[config.mk]
export PLATFORM = sky130hd
export DESIGN_NAME = tcpp_lane
export DESIGN_NICKNAME = d
export VERILOG_FILES = /design/src/hdl/tcpp_pkg.sv /design/src/hdl/tcpp_lane.sv
export SDC_FILE = /design/constraint.sdc
export NUM_CORES = 2
export LEC_CHECK = 0
export ABC_AREA = 1
export BUFFER_PORTS_ARGS = -buffer_cell sky130_fd_sc_hd__buf_4
export CORE_MARGIN = 4
export CORE_UTILIZATION = 65
export DETAILED_ROUTE_END_ITERATION = 10
export HOLD_SLACK_MARGIN = 0.12
export PLACE_DENSITY = 0.83
export RECOVER_POWER = 100
export REMOVE_ABC_BUFFERS = 1
export SYNTH_ARGS = -nofsm -noshare
export SYNTH_HDL_FRONTEND = slang
export SYNTH_SLANG_ARGS = --single-unit
[constraint.sdc]
create_clock -name aclk -period 7.85 [get_ports aclk]
set_clock_uncertainty 0.15 [all_clocks]
set_input_delay 0.785 -clock aclk [delete_from_list [all_inputs] [get_ports aclk]]
set_output_delay 0.785 -clock aclk [all_outputs]
set_load 0.1 [all_outputs]
[src/hdl/tcpp_pkg.sv]
`default_nettype none
package tcpp_pkg;

    localparam int COORD_BITS = 12;
    localparam int FRAC_BITS  = 16;
    localparam int LEN_FRAC   = 8;
    localparam int ID_BITS    = 16;
    localparam int SIZE_BITS  = 13;
    localparam int VAL_BITS   = 17;
    localparam int CNT_BITS   = 4;
    localparam int ACT_BITS   = 3;
    localparam int LANES      = 3;
    localparam int MIN_CONTACTS = 3;

    localparam int DIFF_BITS = COORD_BITS + 1;
    localparam int QA_BITS   = COORD_BITS + 3;
    localparam int NUM_BITS  = COORD_BITS + QA_BITS + 2;
    localparam int NX_BITS   = NUM_BITS + QA_BITS + 1;
    localparam int NY_BITS   = NUM_BITS + DIFF_BITS + 1;
    localparam int DEN_BITS  = NUM_BITS + 3;
    localparam int QW        = NX_BITS;
    localparam int DIV_CNT_BITS = $clog2(QW + 1);

    localparam int CEN_BITS  = COORD_BITS + 6;
    localparam int CEN_LIM   = 2 ** (COORD_BITS + 4);
    localparam int DXC_BITS  = CEN_BITS + 1;
    localparam int SQ_BITS   = 2 * COORD_BITS + 11;
    localparam int LEN_BITS  = (SQ_BITS + 2 * LEN_FRAC + 1) / 2;
    localparam int RAD_BITS  = 2 * LEN_BITS;
    localparam int WHOLE_BITS = LEN_BITS - LEN_FRAC;
    localparam int ROOT_CNT_BITS = $clog2(LEN_BITS);

    localparam int SCALE_BITS = 17 + FRAC_BITS;
    localparam int PROD_BITS  = SCALE_BITS + SIZE_BITS;
    localparam int MAG_BITS   = VAL_BITS - 1;

    localparam int IN_BITS  = CNT_BITS + LANES * (ID_BITS + 2 * COORD_BITS) + 2 * COORD_BITS;
    localparam int IN_W     = ((IN_BITS + 7) / 8) * 8;
    localparam int OUT_BITS = 2 * VAL_BITS;
    localparam int OUT_W    = ((OUT_BITS + 7) / 8) * 8;
    localparam int CFG_IDX_BITS = 2;

    localparam logic [CFG_IDX_BITS-1:0] REG_WIDTH  = 2'd0;
    localparam logic [CFG_IDX_BITS-1:0] REG_HEIGHT = 2'd1;

    typedef enum logic [ACT_BITS-1:0] {
        ACT_NONE   = 3'd0,
        ACT_NAV    = 3'd1,
        ACT_PINCH  = 3'd2,
        ACT_MOVE   = 3'd3,
        ACT_RESIZE = 3'd4
    } action_t;

    typedef enum logic [1:0] {
        MODE_IDLE  = 2'd0,
        MODE_NAV   = 2'd1,
        MODE_PINCH = 2'd2
    } mode_t;

    typedef struct packed {
        logic [IN_W-IN_BITS-1:0] pad;
        logic [COORD_BITS-1:0]   third_y;
        logic [COORD_BITS-1:0]   third_x;
        logic [ID_BITS-1:0]      third_id;
        logic [COORD_BITS-1:0]   second_y;
        logic [COORD_BITS-1:0]   second_x;
        logic [ID_BITS-1:0]      second_id;
        logic [COORD_BITS-1:0]   first_surface_y;
        logic [COORD_BITS-1:0]   first_surface_x;
        logic [COORD_BITS-1:0]   first_y;
        logic [COORD_BITS-1:0]   first_x;
        logic [ID_BITS-1:0]      first_id;
        logic [CNT_BITS-1:0]     contact_count;
    } in_frame_t;

    typedef struct packed {
        logic [OUT_W-OUT_BITS-1:0]  pad;
        logic signed [VAL_BITS-1:0] value_b;
        logic signed [VAL_BITS-1:0] value_a;
    } out_data_t;

    typedef struct packed {
        logic [SQ_BITS-1:0]  sq;
        logic [LEN_BITS-1:0] len;
    } lane_res_t;

    function automatic logic signed [DIFF_BITS-1:0] to_s(input logic [COORD_BITS-1:0] v);
        return $signed({1'b0, v});
    endfunction

    function automatic logic signed [CEN_BITS-1:0] centre_of(
        input logic [QW-1:0] quo,
        input logic          neg,
        input logic          num_zero,
        input logic          den_zero
    );
        logic [CEN_BITS-1:0] mag;
        if (den_zero) begin
            mag = num_zero ? '0 : CEN_BITS'(CEN_LIM);
        end else if (quo > QW'(CEN_LIM)) begin
            mag = CEN_BITS'(CEN_LIM);
        end else begin
            mag = quo[CEN_BITS-1:0];
        end
        return neg ? -$signed(mag) : $signed(mag);
    endfunction

    function automatic logic signed [VAL_BITS-1:0] size_of(
        input logic [PROD_BITS-1:0] prod,
        input logic                 sat,
        input logic [SIZE_BITS-1:0] base
    );
        logic [MAG_BITS-1:0] mag;
        if (base == '0) begin
            mag = '0;
        end else if (sat || (prod[PROD_BITS-1:FRAC_BITS+MAG_BITS] != '0)) begin
            mag = '1;
        end else begin
            mag = prod[FRAC_BITS+MAG_BITS-1:FRAC_BITS];
        end
        return $signed({1'b0, mag});
    endfunction

endpackage
`default_nettype wire

[src/hdl/tcpp_lane.sv]
`default_nettype none
module tcpp_lane import tcpp_pkg::*; (
    input  logic                        aclk,
    input  logic                        aresetn,
    input  logic                        start,
    input  logic [COORD_BITS-1:0]       px,
    input  logic [COORD_BITS-1:0]       py,
    input  logic signed [CEN_BITS-1:0]  cx,
    input  logic signed [CEN_BITS-1:0]  cy,
    output logic                        done,
    output lane_res_t                   res
);

    logic v1_reg, v2_reg, busy_reg, done_reg;
    logic [ROOT_CNT_BITS-1:0] cnt_reg;
    logic signed [DXC_BITS-1:0] dx_reg, dy_reg;
    logic [SQ_BITS-2:0]  sqx_reg, sqy_reg;
    logic [SQ_BITS-1:0]  sq_reg;
    logic [RAD_BITS-1:0] rad_reg;
    logic [LEN_BITS+1:0] rem_reg;
    logic [LEN_BITS-1:0] root_reg;

    logic signed [2*DXC_BITS-1:0] mx, my;
    logic [SQ_BITS-1:0]  sum;
    logic [LEN_BITS+1:0] rem_sh, trial;

    always_comb begin
        mx = (2*DXC_BITS)'(dx_reg) * (2*DXC_BITS)'(dx_reg);
        my = (2*DXC_BITS)'(dy_reg) * (2*DXC_BITS)'(dy_reg);
        sum = {1'b0, sqx_reg} + {1'b0, sqy_reg};
        rem_sh = {rem_reg[LEN_BITS-1:0], rad_reg[RAD_BITS-1 -: 2]};
        trial  = {root_reg, 2'b01};
    end

    always_ff @(posedge aclk) begin
        if (!aresetn) begin
            v1_reg   <= 1'b0;
            v2_reg   <= 1'b0;
            busy_reg <= 1'b0;
            done_reg <= 1'b0;
            cnt_reg  <= '0;
        end else begin
            v1_reg   <= start;
            v2_reg   <= v1_reg;
            done_reg <= 1'b0;
            if (v2_reg) begin
                busy_reg <= 1'b1;
                cnt_reg  <= '0;
            end else if (busy_reg) begin
                cnt_reg <= cnt_reg + 1'b1;
                if (cnt_reg == ROOT_CNT_BITS'(LEN_BITS - 1)) begin
                    busy_reg <= 1'b0;
                    done_reg <= 1'b1;
                end
            end
        end
    end

    always_ff @(posedge aclk) begin
        dx_reg  <= DXC_BITS'(to_s(px)) - DXC_BITS'(cx);
        dy_reg  <= DXC_BITS'(to_s(py)) - DXC_BITS'(cy);
        sqx_reg <= mx[SQ_BITS-2:0];
        sqy_reg <= my[SQ_BITS-2:0];
        if (v2_reg) begin
            sq_reg   <= sum;
            rad_reg  <= RAD_BITS'({sum, {(2*LEN_FRAC){1'b0}}});
            rem_reg  <= '0;
            root_reg <= '0;
        end else if (busy_reg) begin
            rad_reg <= {rad_reg[RAD_BITS-3:0], 2'b00};
            if (rem_sh >= trial) begin
                rem_reg  <= rem_sh - trial;
                root_reg <= {root_reg[LEN_BITS-2:0], 1'b1};
            end else begin
                rem_reg  <= rem_sh;
                root_reg <= {root_reg[LEN_BITS-2:0], 1'b0};
            end
        end
    end

    assign done    = done_reg;
    assign res.sq  = sq_reg;
    assign res.len = root_reg;

endmodule
`default_nettype wire

# Word-level counts from Yosys, hierarchy flattened
# Cells that the tools add are included.
# Widths: inputs -> output; s select.
[op_classes]
n_mux = 8
n_reduce_logical = 3
n_mul = 2
n_lt_le_gt_ge = 1
bitwise = 2
add_sub_neg = 5
eq_ne = 1
[ops]
columns = ["operator", "count"]
rows = [
  ["$mux 51", 2],
  ["$mul 19x19->34", 2],
  ["$sub 13x18->19", 2],
  ["$add 34x34->35", 1],
  ["$ge 28x28->1", 1],
  ["$mux 26", 1],
  ["$sub 26x26->26", 1],
  ["$add 5x1->5 const B", 1],
  ["$eq 5x5->1 const B", 1],
  ["$mux 1", 5],
  ["$reduce_or 3->1", 1],
  ["$not 1->1", 2],
  ["$reduce_bool 2->1", 1],
  ["$reduce_or 2->1", 1],
]
[totals]
register_bits = 238
inputBits = 63
output_inout_bits = 62

# Logic depth before layout (Yosys ltp)
[depth]
ltp_word = 4
ltp_mapped = 29

# Least setup slack after synthesis
# Ideal clock, no wire load.
[synth_path]
path_kind = "register to register"
startpoint = "register dx_reg[18]"
endpoint = "register sqx_reg[33]"
t_required_ps = 7588
path_buffers = 2
path_slack_ps = 1643
stages_incl_launch_ff = 25
arrival_time_ps = 5945
path_cell_list = "dfxtp_1 clkbuf_1 buf_1 nand2_1 inv_1 fa_1 fa_1 fa_1 inv_1 fa_1 inv_1 fa_1 inv_1 fa_1 inv_1 ha_1 ha_1 a21oi_1 o21ai_0 a21oi_1 o21ai_0 a21oi_1 inv_1 nand2_1 nand2_1"
[synth_via]
elab_chain_cells = 1
[synth_lines]
columns = ["element", "line_no", "rtl"]
rows = [
  ["from (decl)", "tcpp_lane.sv:16", "logic signed [DXC_BITS-1:0] dx_reg, dy_reg;"],
  ["from (signal assigned)", "tcpp_lane.sv:60", "dx_reg <= DXC_BITS'(to_s(px)) - DXC_BITS'(cx);"],
  ["$mul 19x19->34", "tcpp_lane.sv:28", "mx = (2*DXC_BITS)'(dx_reg) * (2*DXC_BITS)'(dx_reg);"],
  ["named net mx[33]", "tcpp_lane.sv:23", "logic signed [2*DXC_BITS-1:0] mx, my;"],
  ["to (signal assigned)", "tcpp_lane.sv:62", "sqx_reg <= mx[SQ_BITS-2:0];"],
  ["to (decl)", "tcpp_lane.sv:17", "logic [SQ_BITS-2:0] sqx_reg, sqy_reg;"],
]
# The timed path passes the listed nets, and every way through them passes these cells.
# A chain may end at the register's enable or synchronous reset.

# Final worst setup path
[layout_path]
startpoint = "register dx_reg[1]"
endpoint = "register sqx_reg[29]"
# Same word-level chain as after synthesis.

==> metrics.txt <==
starting DRC count in detailed routing=a little under 2000; Hold Buf Count CTS=0; area of the mapped netlist=35300 um2; setup total negative slack=0 ns; headroom to the max-slew limit=-155%; antenna violations before repair=1; TritonCTS Sinks=236; worst hold path stage count=2; endpoint of the worst register-to-register path=sqx_reg[29]$_DFF_P_; overall track demand over capacity in global routing=around 30%; max cap viols=3; Die Outline Area=~58000 um2; final clock period utilization by the worst path=86.1%; pin count of the biggest net entering global routing=between 70 and 80; worst slew pin tran=~3.8 ns; starting utilization of the core area=between 60 and 70%; gate count of the mapped netlist=~4300; sequential area share after synthesis=between 15 and 20%; total length of routed wires=a little over 80000 um; via count=between 20000 and 30000; Max Buffers Root-to-Sink=3; proportion of layout cells with a drive suffix above 1=~3.9%; ratio of routed vias to standard cells=roughly 5.4; data arrival time of the critical path=7.12 ns; count of different cell masters after synthesis=52; Post-synth ARST share=0%; status=finished, violations left; Fmax=148 MHz; DRT antenna net count=0; Worst Hold Launch=cx[17]; launch instance of the worst register-to-register path=dx_reg[1]$_DFF_P_; worst skew pair latency=0.58 ns; number of pins with negative max-slew slack in the final report=173; top fanout value on the critical path=19; placement row count=85; worst-path cell chain=nand2_1 > inv_1 > fa_1 > fa_1 > fa_1 > inv_1 > fa_1 > inv_1 > fa_1 > inv_1 > fa_1 > inv_1 > ha_1 > ha_1 > nand2_1 > nor4_1 > nand3_1 > nand3_1 > xor2_1; cell depth of the worst flop-to-flop path=19; DP HPWL=69500 um; cell at the slowest stage of the critical path=dfxtp_1; Tightest Hold Check Type=input pin to flop; CTS tree=yes; cell occurring most often along the worst timing path=fa_1; number of nets in the layout=between 5000 and 6000; Worst Setup Path Type=flop to flop; Setup Fix Bufs, Post-CTS=0; number of global-route vias before repair=29300; placer congestion estimate=~0.94; wire length of the first global-routing pass=~140000 um; clock-pin slew reported for the worst setup and hold paths after clock tree synthesis=0.06 ns; mean area per synthesized cell=roughly 8 um2; height of the die=between 200 and 250 um; Fin. Hold Viols=0; Area Overhead vs Synth=6.51%; Die X-Extent=241 um; number of synthesized register bits=236; CTS HTree Levels=1; primary flip-flop cell chosen by synthesis mapping=dfxtp_1; Yosys warning count=0; count of instances resized after the clock tree is built=0; RSZ-0062 raised after global routing=no; cell at the root of the clock tree=clkbuf_16; number of synthesized flops with an enable pin=70; required time of the critical path=slightly above 8 ns; num ports=125; Min-Delay Endpoint=dx_reg[18]$_DFF_P_; library cell occupying the most area in the post-synthesis netlist=fa_1; core area=about 54000 um2; count of port buffers added during placement=~120; Largest register FFs=36; CP max stage delay=~0.9 ns; kind of end point of the critical path=flop; ant diodes=0; Yosys top cell area share=34.7%; final setup fails=0; total iterations of the first detailed-routing run=6; Reg2Reg Setup Slack=1.09 ns; category of the worst setup path launch point=flop; DRC violation count after routing=0; crit path time final=~6.8 ns; total CTS buffers=27; violations in the final reports=max-capacitance violations, max-slew violations; routed length per instance=between 15 and 20 um; total congestion overflow after global routing=0; cells taking the most area after synthesis=fa_1, inv_1, ha_1
-- stage by stage --
step	setup slack [ns]	instances	hold WS [ns]	instance area, um2	util (%)
3_5_place_dp	1.13	5053	0.248	36900	68.6
2_1_floorplan	1.75	4201	0.240	34900	-
4_1_cts	1.11	5103	0.202	37900	70.4
3_3_place_gp	1.24	5053	0.247	36900	68.6
6_report	1.09	5103	0.224	37600	69.8
5_1_grt	0.678	5103	0.210	37600	69.8
-- Yosys cell counts, types with 18 or more instances --
cell type,count
a21o_1,18
a21oi_1,156
buf_1,23
clkbuf_1,69
dfxtp_1,166
edfxtp_1,70
fa_1,611
ha_1,304
inv_1,1121
nand2_1,937
nand3_1,133
nand4_1,30
nor2_1,219
nor3_1,30
o21ai_0,91
o22ai_1,25
xnor2_1,47
xor2_1,98
-- placed cells by master (no fill, tap or decap), types with 70 or more instances in the layout --
cell / netlist / layout
edfxtp_1: 70 / 70
xor2_1: 98 / 98
o21ai_0: 91 / 96
nor2_1: 219 / 219
dfxtp_1: 166 / 166
ha_1: 304 / 304
nand3_1: 133 / 134
inv_1: 1121 / 1123
fa_1: 611 / 611
buf_4: 2 / 81
clkbuf_1: 69 / 73
a21oi_1: 156 / 160
nand2_1: 937 / 937
-- cell type report --
type	count	area (um2)
tap	696	871
sequential	236	5430
inverter	1131	4250
clock inverter	19	265
clock buffer	31	711
fill	4268	16300
timing repair buffer	156	905
multi-input combinational	2834	25100
-- per-layer routing --
metal  up-vias  part of all wire, %  track usage [%]
met5         -                0.019                0
met4         2                  3.6             9.06
met3       219                  6.9             4.27
met2      1009                   48             51.5
met1     13300                   41             39.2
li1      13000                    -                -
-- critical path, delay by kind of cell (launching register included) --
family	cells	cell delay, ns
xor gates and xnor gates	1	0.13
adders and majority gates	8	4.00
buffers and inverters	5	0.50
DFF	1	0.90
and+or+nand+nor	5	0.99
-- how the worst max path moves through the flow --
stage | from | to | slack, ns | cells after the start
2_1_floorplan | dy_reg[18]$_DFF_P_ | sqy_reg[33]$_DFF_P_ | 1.75 | 23
3_3_place_gp | dx_reg[3]$_DFF_P_ | sqx_reg[27]$_DFF_P_ | 1.24 | 18
3_5_place_dp | dx_reg[1]$_DFF_P_ | sqx_reg[31]$_DFF_P_ | 1.13 | 19
4_1_cts | dx_reg[1]$_DFF_P_ | sqx_reg[31]$_DFF_P_ | 1.11 | 19
5_1_grt | dy_reg[4]$_DFF_P_ | sqy_reg[33]$_DFF_P_ | 0.68 | 23
6_report | dx_reg[1]$_DFF_P_ | sqx_reg[29]$_DFF_P_ | 1.09 | 19
-- kinds of logic after synthesis --
group | Yosys count | share of synthesized area [%]
AND/OR/NAND/NOR | 1420 | 16.7
buffers and inverters | 1233 | 13.2
adder cells (fa/ha/maj) | 915 | 45.5
AO/OA/AOI/OAI | 354 | 5.68
flip-flops | 236 | 15.4
XOR/XNOR | 145 | 3.60
Power is left out: the tool's default activity adds up to more than one toggle a clock period on the data nets, which glitch-free logic cannot reach.
