## src/hdl/tcpp_pkg.sv

```systemverilog
`default_nettype none
package tcpp_pkg;

    localparam int COORD_BITS = 12;
    localparam int FRAC_BITS  = 16;
    localparam int LEN_FRAC   = 8;
    localparam int ID_BITS    = 16;
    localparam int SIZE_BITS  = 13;
    localparam int VAL_BITS   = 17;
    localparam int CNT_BITS   = 4;
    localparam int ACT_BITS   = 3;
    localparam int LANES      = 3;
    localparam int MIN_CONTACTS = 3;

    localparam int DIFF_BITS = COORD_BITS + 1;
    localparam int QA_BITS   = COORD_BITS + 3;
    localparam int NUM_BITS  = COORD_BITS + QA_BITS + 2;
    localparam int NX_BITS   = NUM_BITS + QA_BITS + 1;
    localparam int NY_BITS   = NUM_BITS + DIFF_BITS + 1;
    localparam int DEN_BITS  = NUM_BITS + 3;
    localparam int QW        = NX_BITS;
    localparam int DIV_CNT_BITS = $clog2(QW + 1);

    localparam int CEN_BITS  = COORD_BITS + 6;
    localparam int CEN_LIM   = 2 ** (COORD_BITS + 4);
    localparam int DXC_BITS  = CEN_BITS + 1;
    localparam int SQ_BITS   = 2 * COORD_BITS + 11;
    localparam int LEN_BITS  = (SQ_BITS + 2 * LEN_FRAC + 1) / 2;
    localparam int RAD_BITS  = 2 * LEN_BITS;
    localparam int WHOLE_BITS = LEN_BITS - LEN_FRAC;
    localparam int ROOT_CNT_BITS = $clog2(LEN_BITS);

    localparam int SCALE_BITS = 17 + FRAC_BITS;
    localparam int PROD_BITS  = SCALE_BITS + SIZE_BITS;
    localparam int MAG_BITS   = VAL_BITS - 1;

    localparam int IN_BITS  = CNT_BITS + LANES * (ID_BITS + 2 * COORD_BITS) + 2 * COORD_BITS;
    localparam int IN_W     = ((IN_BITS + 7) / 8) * 8;
    localparam int OUT_BITS = 2 * VAL_BITS;
    localparam int OUT_W    = ((OUT_BITS + 7) / 8) * 8;
    localparam int CFG_IDX_BITS = 2;

    localparam logic [CFG_IDX_BITS-1:0] REG_WIDTH  = 2'd0;
    localparam logic [CFG_IDX_BITS-1:0] REG_HEIGHT = 2'd1;

    typedef enum logic [ACT_BITS-1:0] {
        ACT_NONE   = 3'd0,
        ACT_NAV    = 3'd1,
        ACT_PINCH  = 3'd2,
        ACT_MOVE   = 3'd3,
        ACT_RESIZE = 3'd4
    } action_t;

    typedef enum logic [1:0] {
        MODE_IDLE  = 2'd0,
        MODE_NAV   = 2'd1,
        MODE_PINCH = 2'd2
    } mode_t;

    typedef struct packed {
        logic [IN_W-IN_BITS-1:0] pad;
        logic [COORD_BITS-1:0]   third_y;
        logic [COORD_BITS-1:0]   third_x;
        logic [ID_BITS-1:0]      third_id;
        logic [COORD_BITS-1:0]   second_y;
        logic [COORD_BITS-1:0]   second_x;
        logic [ID_BITS-1:0]      second_id;
        logic [COORD_BITS-1:0]   first_surface_y;
        logic [COORD_BITS-1:0]   first_surface_x;
        logic [COORD_BITS-1:0]   first_y;
        logic [COORD_BITS-1:0]   first_x;
        logic [ID_BITS-1:0]      first_id;
        logic [CNT_BITS-1:0]     contact_count;
    } in_frame_t;

    typedef struct packed {
        logic [OUT_W-OUT_BITS-1:0]  pad;
        logic signed [VAL_BITS-1:0] value_b;
        logic signed [VAL_BITS-1:0] value_a;
    } out_data_t;

    typedef struct packed {
        logic [SQ_BITS-1:0]  sq;
        logic [LEN_BITS-1:0] len;
    } lane_res_t;

    function automatic logic signed [DIFF_BITS-1:0] to_s(input logic [COORD_BITS-1:0] v);
        return $signed({1'b0, v});
    endfunction

    function automatic logic signed [CEN_BITS-1:0] centre_of(
        input logic [QW-1:0] quo,
        input logic          neg,
        input logic          num_zero,
        input logic          den_zero
    );
        logic [CEN_BITS-1:0] mag;
        if (den_zero) begin
            mag = num_zero ? '0 : CEN_BITS'(CEN_LIM);
        end else if (quo > QW'(CEN_LIM)) begin
            mag = CEN_BITS'(CEN_LIM);
        end else begin
            mag = quo[CEN_BITS-1:0];
        end
        return neg ? -$signed(mag) : $signed(mag);
    endfunction

    function automatic logic signed [VAL_BITS-1:0] size_of(
        input logic [PROD_BITS-1:0] prod,
        input logic                 sat,
        input logic [SIZE_BITS-1:0] base
    );
        logic [MAG_BITS-1:0] mag;
        if (base == '0) begin
            mag = '0;
        end else if (sat || (prod[PROD_BITS-1:FRAC_BITS+MAG_BITS] != '0)) begin
            mag = '1;
        end else begin
            mag = prod[FRAC_BITS+MAG_BITS-1:FRAC_BITS];
        end
        return $signed({1'b0, mag});
    endfunction

endpackage
`default_nettype wire

```

## src/hdl/tcpp_div.sv

```systemverilog
`default_nettype none
module tcpp_div import tcpp_pkg::*; (
    input  logic                aclk,
    input  logic                aresetn,
    input  logic                start,
    input  logic [QW-1:0]       num,
    input  logic [DEN_BITS-1:0] den,
    output logic                done,
    output logic [QW-1:0]       quo
);

    logic                    busy_reg, done_reg;
    logic [DIV_CNT_BITS-1:0] cnt_reg;
    logic [QW-1:0]           q_reg;
    logic [DEN_BITS-1:0]     den_reg, rem_reg;
    logic [DEN_BITS:0]       rem_sh, rem_sub;

    always_comb begin
        rem_sh  = {rem_reg, q_reg[QW-1]};
        rem_sub = rem_sh - {1'b0, den_reg};
    end

    always_ff @(posedge aclk) begin
        if (!aresetn) begin
            busy_reg <= 1'b0;
            done_reg <= 1'b0;
            cnt_reg  <= '0;
        end else begin
            done_reg <= 1'b0;
            if (start) begin
                busy_reg <= 1'b1;
                cnt_reg  <= '0;
            end else if (busy_reg) begin
                cnt_reg <= cnt_reg + 1'b1;
                if (cnt_reg == DIV_CNT_BITS'(QW - 1)) begin
                    busy_reg <= 1'b0;
                    done_reg <= 1'b1;
                end
            end
        end
    end

    always_ff @(posedge aclk) begin
        if (start) begin
            q_reg   <= num;
            den_reg <= den;
            rem_reg <= '0;
        end else if (busy_reg) begin
            if (rem_sh >= {1'b0, den_reg}) begin
                rem_reg <= rem_sub[DEN_BITS-1:0];
                q_reg   <= {q_reg[QW-2:0], 1'b1};
            end else begin
                rem_reg <= rem_sh[DEN_BITS-1:0];
                q_reg   <= {q_reg[QW-2:0], 1'b0};
            end
        end
    end

    assign done = done_reg;
    assign quo  = q_reg;

endmodule
`default_nettype wire

```

## config.mk

```make
export PLATFORM = sky130hd
export DESIGN_NAME = tcpp_div
export DESIGN_NICKNAME = d
export VERILOG_FILES = /design/src/hdl/tcpp_pkg.sv /design/src/hdl/tcpp_div.sv
export SDC_FILE = /design/constraint.sdc
export NUM_CORES = 1
export LEC_CHECK = 0
export ABC_AREA = 1
export ABC_CLOCK_PERIOD_IN_PS = 4400
export BUFFER_PORTS_ARGS = -buffer_cell sky130_fd_sc_hd__buf_2
export CAP_MARGIN = 0
export CORE_MARGIN = 3
export CORE_UTILIZATION = 59
export CTS_CLUSTER_SIZE = 12
export DETAILED_ROUTE_END_ITERATION = 6
export PLACE_DENSITY = 0.83
export SYNTH_ARGS = -nofsm -noshare
export SYNTH_HDL_FRONTEND = slang
export SYNTH_SLANG_ARGS = --single-unit
export TNS_END_PERCENT = 30
```

## constraint.sdc

```tcl
create_clock -name aclk -period 4.4 [get_ports aclk]
set_input_delay 0.22 -clock aclk [delete_from_list [all_inputs] [get_ports aclk]]
set_output_delay 0.22 -clock aclk [all_outputs]
set_load 0.02 [all_outputs]
```

# Word level (Yosys, flattened, before mapping)
# Cells that the tools add are included.
dict set report op_classes {
  n_addsub 2
  order_cmp 1
  n_eq_ne 1
  mux 8
  n_bitwise 2
  n_reduce_logical 3
}
# operator n
set ops {}
lappend ops {{2-to-1 mux 45 bit} 2}
lappend ops {{greater-or-equal comparator 33 x 32 -> 1 bit} 1}
lappend ops {{2-to-1 mux 32 bit} 1}
lappend ops {{subtractor 32 bit} 1}
lappend ops {{adder 6 x 1 -> 6 bit (second input constant)} 1}
lappend ops {{== test 6 bit (second input constant)} 1}
lappend ops {{2-to-1 mux 1 bit} 5}
lappend ops {{OR reduction 3 bit} 1}
lappend ops {{inverter 1 bit} 2}
lappend ops {{nonzero test 2 bit} 1}
lappend ops {{OR reduction 2 bit} 1}
dict set report totals {
  reg_bits 117
  in_bits 80
  output_inout_bits 46
  elab_cells 23
}

# Longest topological paths before layout
dict set report depth {
  ltp_word 4
  depth_mapped 17
}

# Least setup slack after synthesis
# Ideal clock, no wire load.
dict set report synth_timing {
  path_kind {reg-to-reg}
  startpoint {reg busy_reg}
  endpoint {reg q_reg[0] (netlist: quo[0]), enable pin}
  setup_time_ns 0.428
  arrival_ns 1.991
  required_ns 3.972
  slack_ns 1.982
  stages_incl_launch_ff 4
  n_path_buf 1
  synth_period_minus_slack_ns 2.418
  cell_sequence {dfxtp_1 > nor2_1 > inv_1 > clkbuf_1}
}
dict set report synth_between {
  elab_chain_len 1
}
# item line_no
set synth_lines {}
lappend synth_lines {{start, declared} tcpp_div.sv:12} ;# logic busy_reg, done_reg;
lappend synth_lines {{start signal, assigned} tcpp_div.sv:25} ;# busy_reg <= 1'b0;
lappend synth_lines {{start signal, assigned} tcpp_div.sv:31} ;# busy_reg <= 1'b1;
lappend synth_lines {{start signal, assigned} tcpp_div.sv:36} ;# busy_reg <= 1'b0;
lappend synth_lines {{nonzero test 2 bit (no source line)} --}
lappend synth_lines {{end signal, assigned} tcpp_div.sv:45} ;# q_reg <= num;
lappend synth_lines {{end signal, assigned} tcpp_div.sv:51} ;# q_reg <= {q_reg[QW-2:0], 1'b1};
lappend synth_lines {{end signal, assigned} tcpp_div.sv:54} ;# q_reg <= {q_reg[QW-2:0], 1'b0};
lappend synth_lines {{end, declared} tcpp_div.sv:14} ;# logic [QW-1:0] q_reg;
# No other way between the ends.
# A chain may end at the register's enable or synchronous reset.

# Worst setup path in the final report
dict set report layout_timing {
  startpoint {reg den_reg[20]}
  endpoint {reg rem_reg[3]}
}
dict set report layout_between {
  elab_chain_len 2
}
# item line_no
set layout_lines {}
lappend layout_lines {{start, declared} tcpp_div.sv:15} ;# logic [DEN_BITS-1:0] den_reg, rem_reg;
lappend layout_lines {{start signal, assigned} tcpp_div.sv:46} ;# den_reg <= den;
lappend layout_lines {{greater-or-equal comparator 33 x 32 -> 1 bit} tcpp_div.sv:49} ;# if (rem_sh >= {1'b0, den_reg}) begin
lappend layout_lines {{2-to-1 mux 32 bit} tcpp_div.sv:49}
lappend layout_lines {{end signal, assigned} tcpp_div.sv:50} ;# rem_reg <= rem_sub[DEN_BITS-1:0];
lappend layout_lines {{end signal, assigned} tcpp_div.sv:53} ;# rem_reg <= rem_sh[DEN_BITS-1:0];
lappend layout_lines {{end, declared} tcpp_div.sv:15}
# No other way between the ends.

==> impl_metrics.json <==
{
  "hold_viol": 0,
  "fin_worst_skew_ps": 9.84,
  "crit_fanout": 18,
  "finalWeightedCongestion": 0.983,
  "core_area_mm2": 0.0122,
  "viasPerCell": 5.06,
  "yosysTopAreaCellShare": 0.312,
  "std_cell_rows": 40,
  "synth-simple-area-share": 0.351,
  "grt.met2_usage": 0.479,
  "cts_tree": "yes",
  "grt_pass1_wl_mm": 33.4,
  "yosys_warnings": 0,
  "cts-root-buf": "clkbuf_16",
  "synthCells": 1054,
  "synth.distinct_cells": 34,
  "hold_ws_ps": 37.3,
  "area_growth_pct": 22.3,
  "finalCriticalPeriod_ps": 2640,
  "die_h_um": 118,
  "start_util": 0.609,
  "cts_buffers": 17,
  "r2r_cells": 15,
  "io_buffers": 125,
  "tightest_slew_ps": 1200,
  "cts_hold_buf": 32,
  "post_cts_buffers": 0,
  "swShare": 0.261,
  "wl_mm": 19.9,
  "dr.first_iter.drc_count": 531,
  "slowest_delay_ps": 420,
  "cp-endpoint": "rem_reg[3]$_SDFFE_PP0P_",
  "vias": 7048,
  "overflow": 0,
  "fin_cells": 1392,
  "ioPinCount": 126,
  "r2r_end": "rem_reg[3]$_SDFFE_PP0P_",
  "fin_ws_ps": 1760,
  "grtUsageMet1": 0.383,
  "post-dp-hpwl_mm": 14.2,
  "post_cts_resize_count": 0,
  "leakagePower_nw": 4.90,
  "largest_register_ffs": 45,
  "startpoint": "den_reg[20]$_DFFE_PP_",
  "netlist_area_mm2": 0.00740,
  "ff2ff_setup_slack_ps": 1760,
  "worst_skew_pair.late_latency_ps": 420,
  "maxSlewViolCount": 0,
  "start_kind": "flip-flop",
  "synthAdderAreaFrac": 0.0602,
  "yosysTopAreaCell": "edfxtp_1",
  "worst-setup-path-type": "flip-flop to flip-flop",
  "fin_util": 0.744,
  "p_sw_w": 0.000794,
  "avgSynthCellArea_um2": 7.02,
  "synth_compound_area_frac": 0.0374,
  "p_int_w": 0.00225,
  "htree_levels": 4,
  "comb_power_share": 0.131,
  "fin_nets": 1326,
  "crit_top_cell": "nand2_1",
  "fin_crit_sh": 0.600,
  "fmax_ghz": 0.379,
  "wire_per_inst_um": 14.3,
  "path_clk_slew_ps": 50,
  "synth_top_family_by_area": "simple AND/OR/NAND/NOR gates",
  "synth.area.mux_share": 0,
  "first_global_vias": 6956,
  "antenna_found_initial": 0,
  "track_usage": 0.297,
  "synth_seq_cells": 117,
  "worstPathRequired_ps": 4660,
  "rr_startpoint": "den_reg[20]$_DFFE_PP_",
  "max-cap-violations": 0,
  "fp.dieW_um": 118,
  "n_antenna_cell": 0,
  "die_area_mm2": 0.0139,
  "cts_sinks": 117,
  "relSlewSlack": 0.199,
  "synth_xor_area_frac": 0.0166,
  "holdCritPathClass": "input pin to flip-flop",
  "grt_busiest_layer": "met2",
  "seq_power_share": 0.424,
  "fin_setup_tns_ps": 0,
  "post-place-ws_ps": 1840,
  "ant_nets": 0,
  "violations": "design-rule violations",
  "power_density_mw_per_mm2": 336,
  "grt_max_degree": 80,
  "use_met3": 0.0654,
  "arrival_ps": 2900,
  "drive_gt1_frac": 0.148,
  "worstSetupEndpointType": "flip-flop",
  "yosys-top-cells-area": "edfxtp_1 (31%), nand2_1 (23%), dfxtp_1 (11%)",
  "pwr-share-clk": 0.444,
  "status": "complete, but fails checks",
  "yosysSeqAreaShare": 0.421,
  "syn-num-nets": 1169,
  "critPathSlowestCell": "nor2_4",
  "remaining_drc_errors": 1,
  "drt_pass1_iterations": 7,
  "dp.cells": 1328,
  "crit_chain": "inv_1, ha_1, nand2_2, inv_1, nand2_1, nand2_1, nand2_1, nand2_1, nand2_1, nand2_1, nor2_4, buf_4, nand3_1, nand3_1, o21ai_1",
  "rsz0062_at_grt": "false",
  "finalSetupViolCount": 0,
  "ir_worst_vdd_uv": 320,
  "clockBufferDepth": 2
}
## worst min path at each step
stage	end	slack, ps	depth (start not counted)	startpoint
after floorplan	den_reg[0]$_DFFE_PP_	320	0	den[0]
after CTS	busy_reg$_SDFF_PN0_	30	3	aresetn
after detailed placement	den_reg[5]$_DFFE_PP_	400	1	den[5]
after global routing	busy_reg$_SDFF_PN0_	50	3	aresetn
final	busy_reg$_SDFF_PN0_	40	3	aresetn
after global placement	den_reg[14]$_DFFE_PP_	400	1	den[14]
## critical path: cells and delay by family (launching register included)
family          cells  cell delay [ps]
compound gates      1               70
simple gates       10             1300
buf+inv             3              420
flops               1              320
fa+ha+maj           1              390
## area by class of cell
cell class | count | area, um2
Fill cell | 965 | 3110
Inverter | 190 | 713
Timing Repair Buffer | 163 | 991
Clock buffer | 20 | 447
Clock inverter | 12 | 130
Tap cell | 168 | 210
Sequential cell | 117 | 3110
Multi-Input combinational cell | 722 | 3450
## through the flow
step	cell area [um2]	total power, W
final	9050	0.00304
after global placement	8160	0.00168
after global routing	9050	0.00316
after detailed placement	8160	0.00168
after CTS	9050	0.00305
after floorplan	7400	0.00154
## cell usage in the layout (no fill, tap or decap), types with 2 or more instances in the layout
cell           netlist  routed
nand2_1            448     448
inv_1              190     189
buf_2                6     125
nand3_1             80      80
edfxtp_1            77      77
dfxtp_1             40      40
nor2_1              41      39
ha_1                34      34
dlygate4sd3_1        0      32
a21oi_1             24      24
clkbuf_16            0      17
nand3b_1            14      14
xnor2_1             13      13
o21ai_1             10      10
nand4_1              9       9
o21ai_0              8       8
nor3_1               8       8
nand2_2              8       8
nor2_2               4       6
buf_4                0       6
clkinvlp_4           0       4
o21bai_1             3       3
and2_1               3       3
a31oi_1              2       2
nor2_4               2       2
o21a_1               2       2
bufinv_16            0       2
clkinv_2             0       2
clkbuf_1            14       2
inv_6                0       2
## cells by family (layout without fill, tap and decap cells)
group	after synthesis	in the layout
fa+ha+maj	35	35
xor+xnor	14	14
buf+inv	215	385
simple gates	622	622
flops	117	117
compound gates	51	51
## power groups by stage
| stage | registers, W | logic, W | clock network [W] |
|---|---|---|---|
| after floorplan | 0.00136 | 0.000182 | 0 |
| after global placement | 0.00131 | 0.000367 | 0 |
| after detailed placement | 0.00131 | 0.000373 | 0 |
| after CTS | 0.00129 | 0.000398 | 0.00136 |
| after global routing | 0.00130 | 0.000444 | 0.00142 |
| final | 0.00129 | 0.000400 | 0.00135 |
## Yosys cell counts (all sizes together)
cell type / number
a21oi: 25
xnor2: 13
fa: 1
and2: 3
o21a: 2
buf: 11
clkbuf: 14
o21bai: 3
nor2: 47
nor3b: 1
xor2: 1
nand3: 81
nand4: 9
nor4: 1
dfxtp: 40
o21ai: 18
nand2: 457
edfxtp: 77
a31oi: 2
nand3b: 14
nor3: 9
o211ai: 1
ha: 34
inv: 190
## layer usage
layer | vias up | routed length [um]
li1 | 3587 | -
met1 | 3181 | 8870
met2 | 230 | 9350
met3 | 50 | 1080
met4 | 0 | 601
met5 | - | 0
Note: power is estimated with default switching activity, not from simulation.
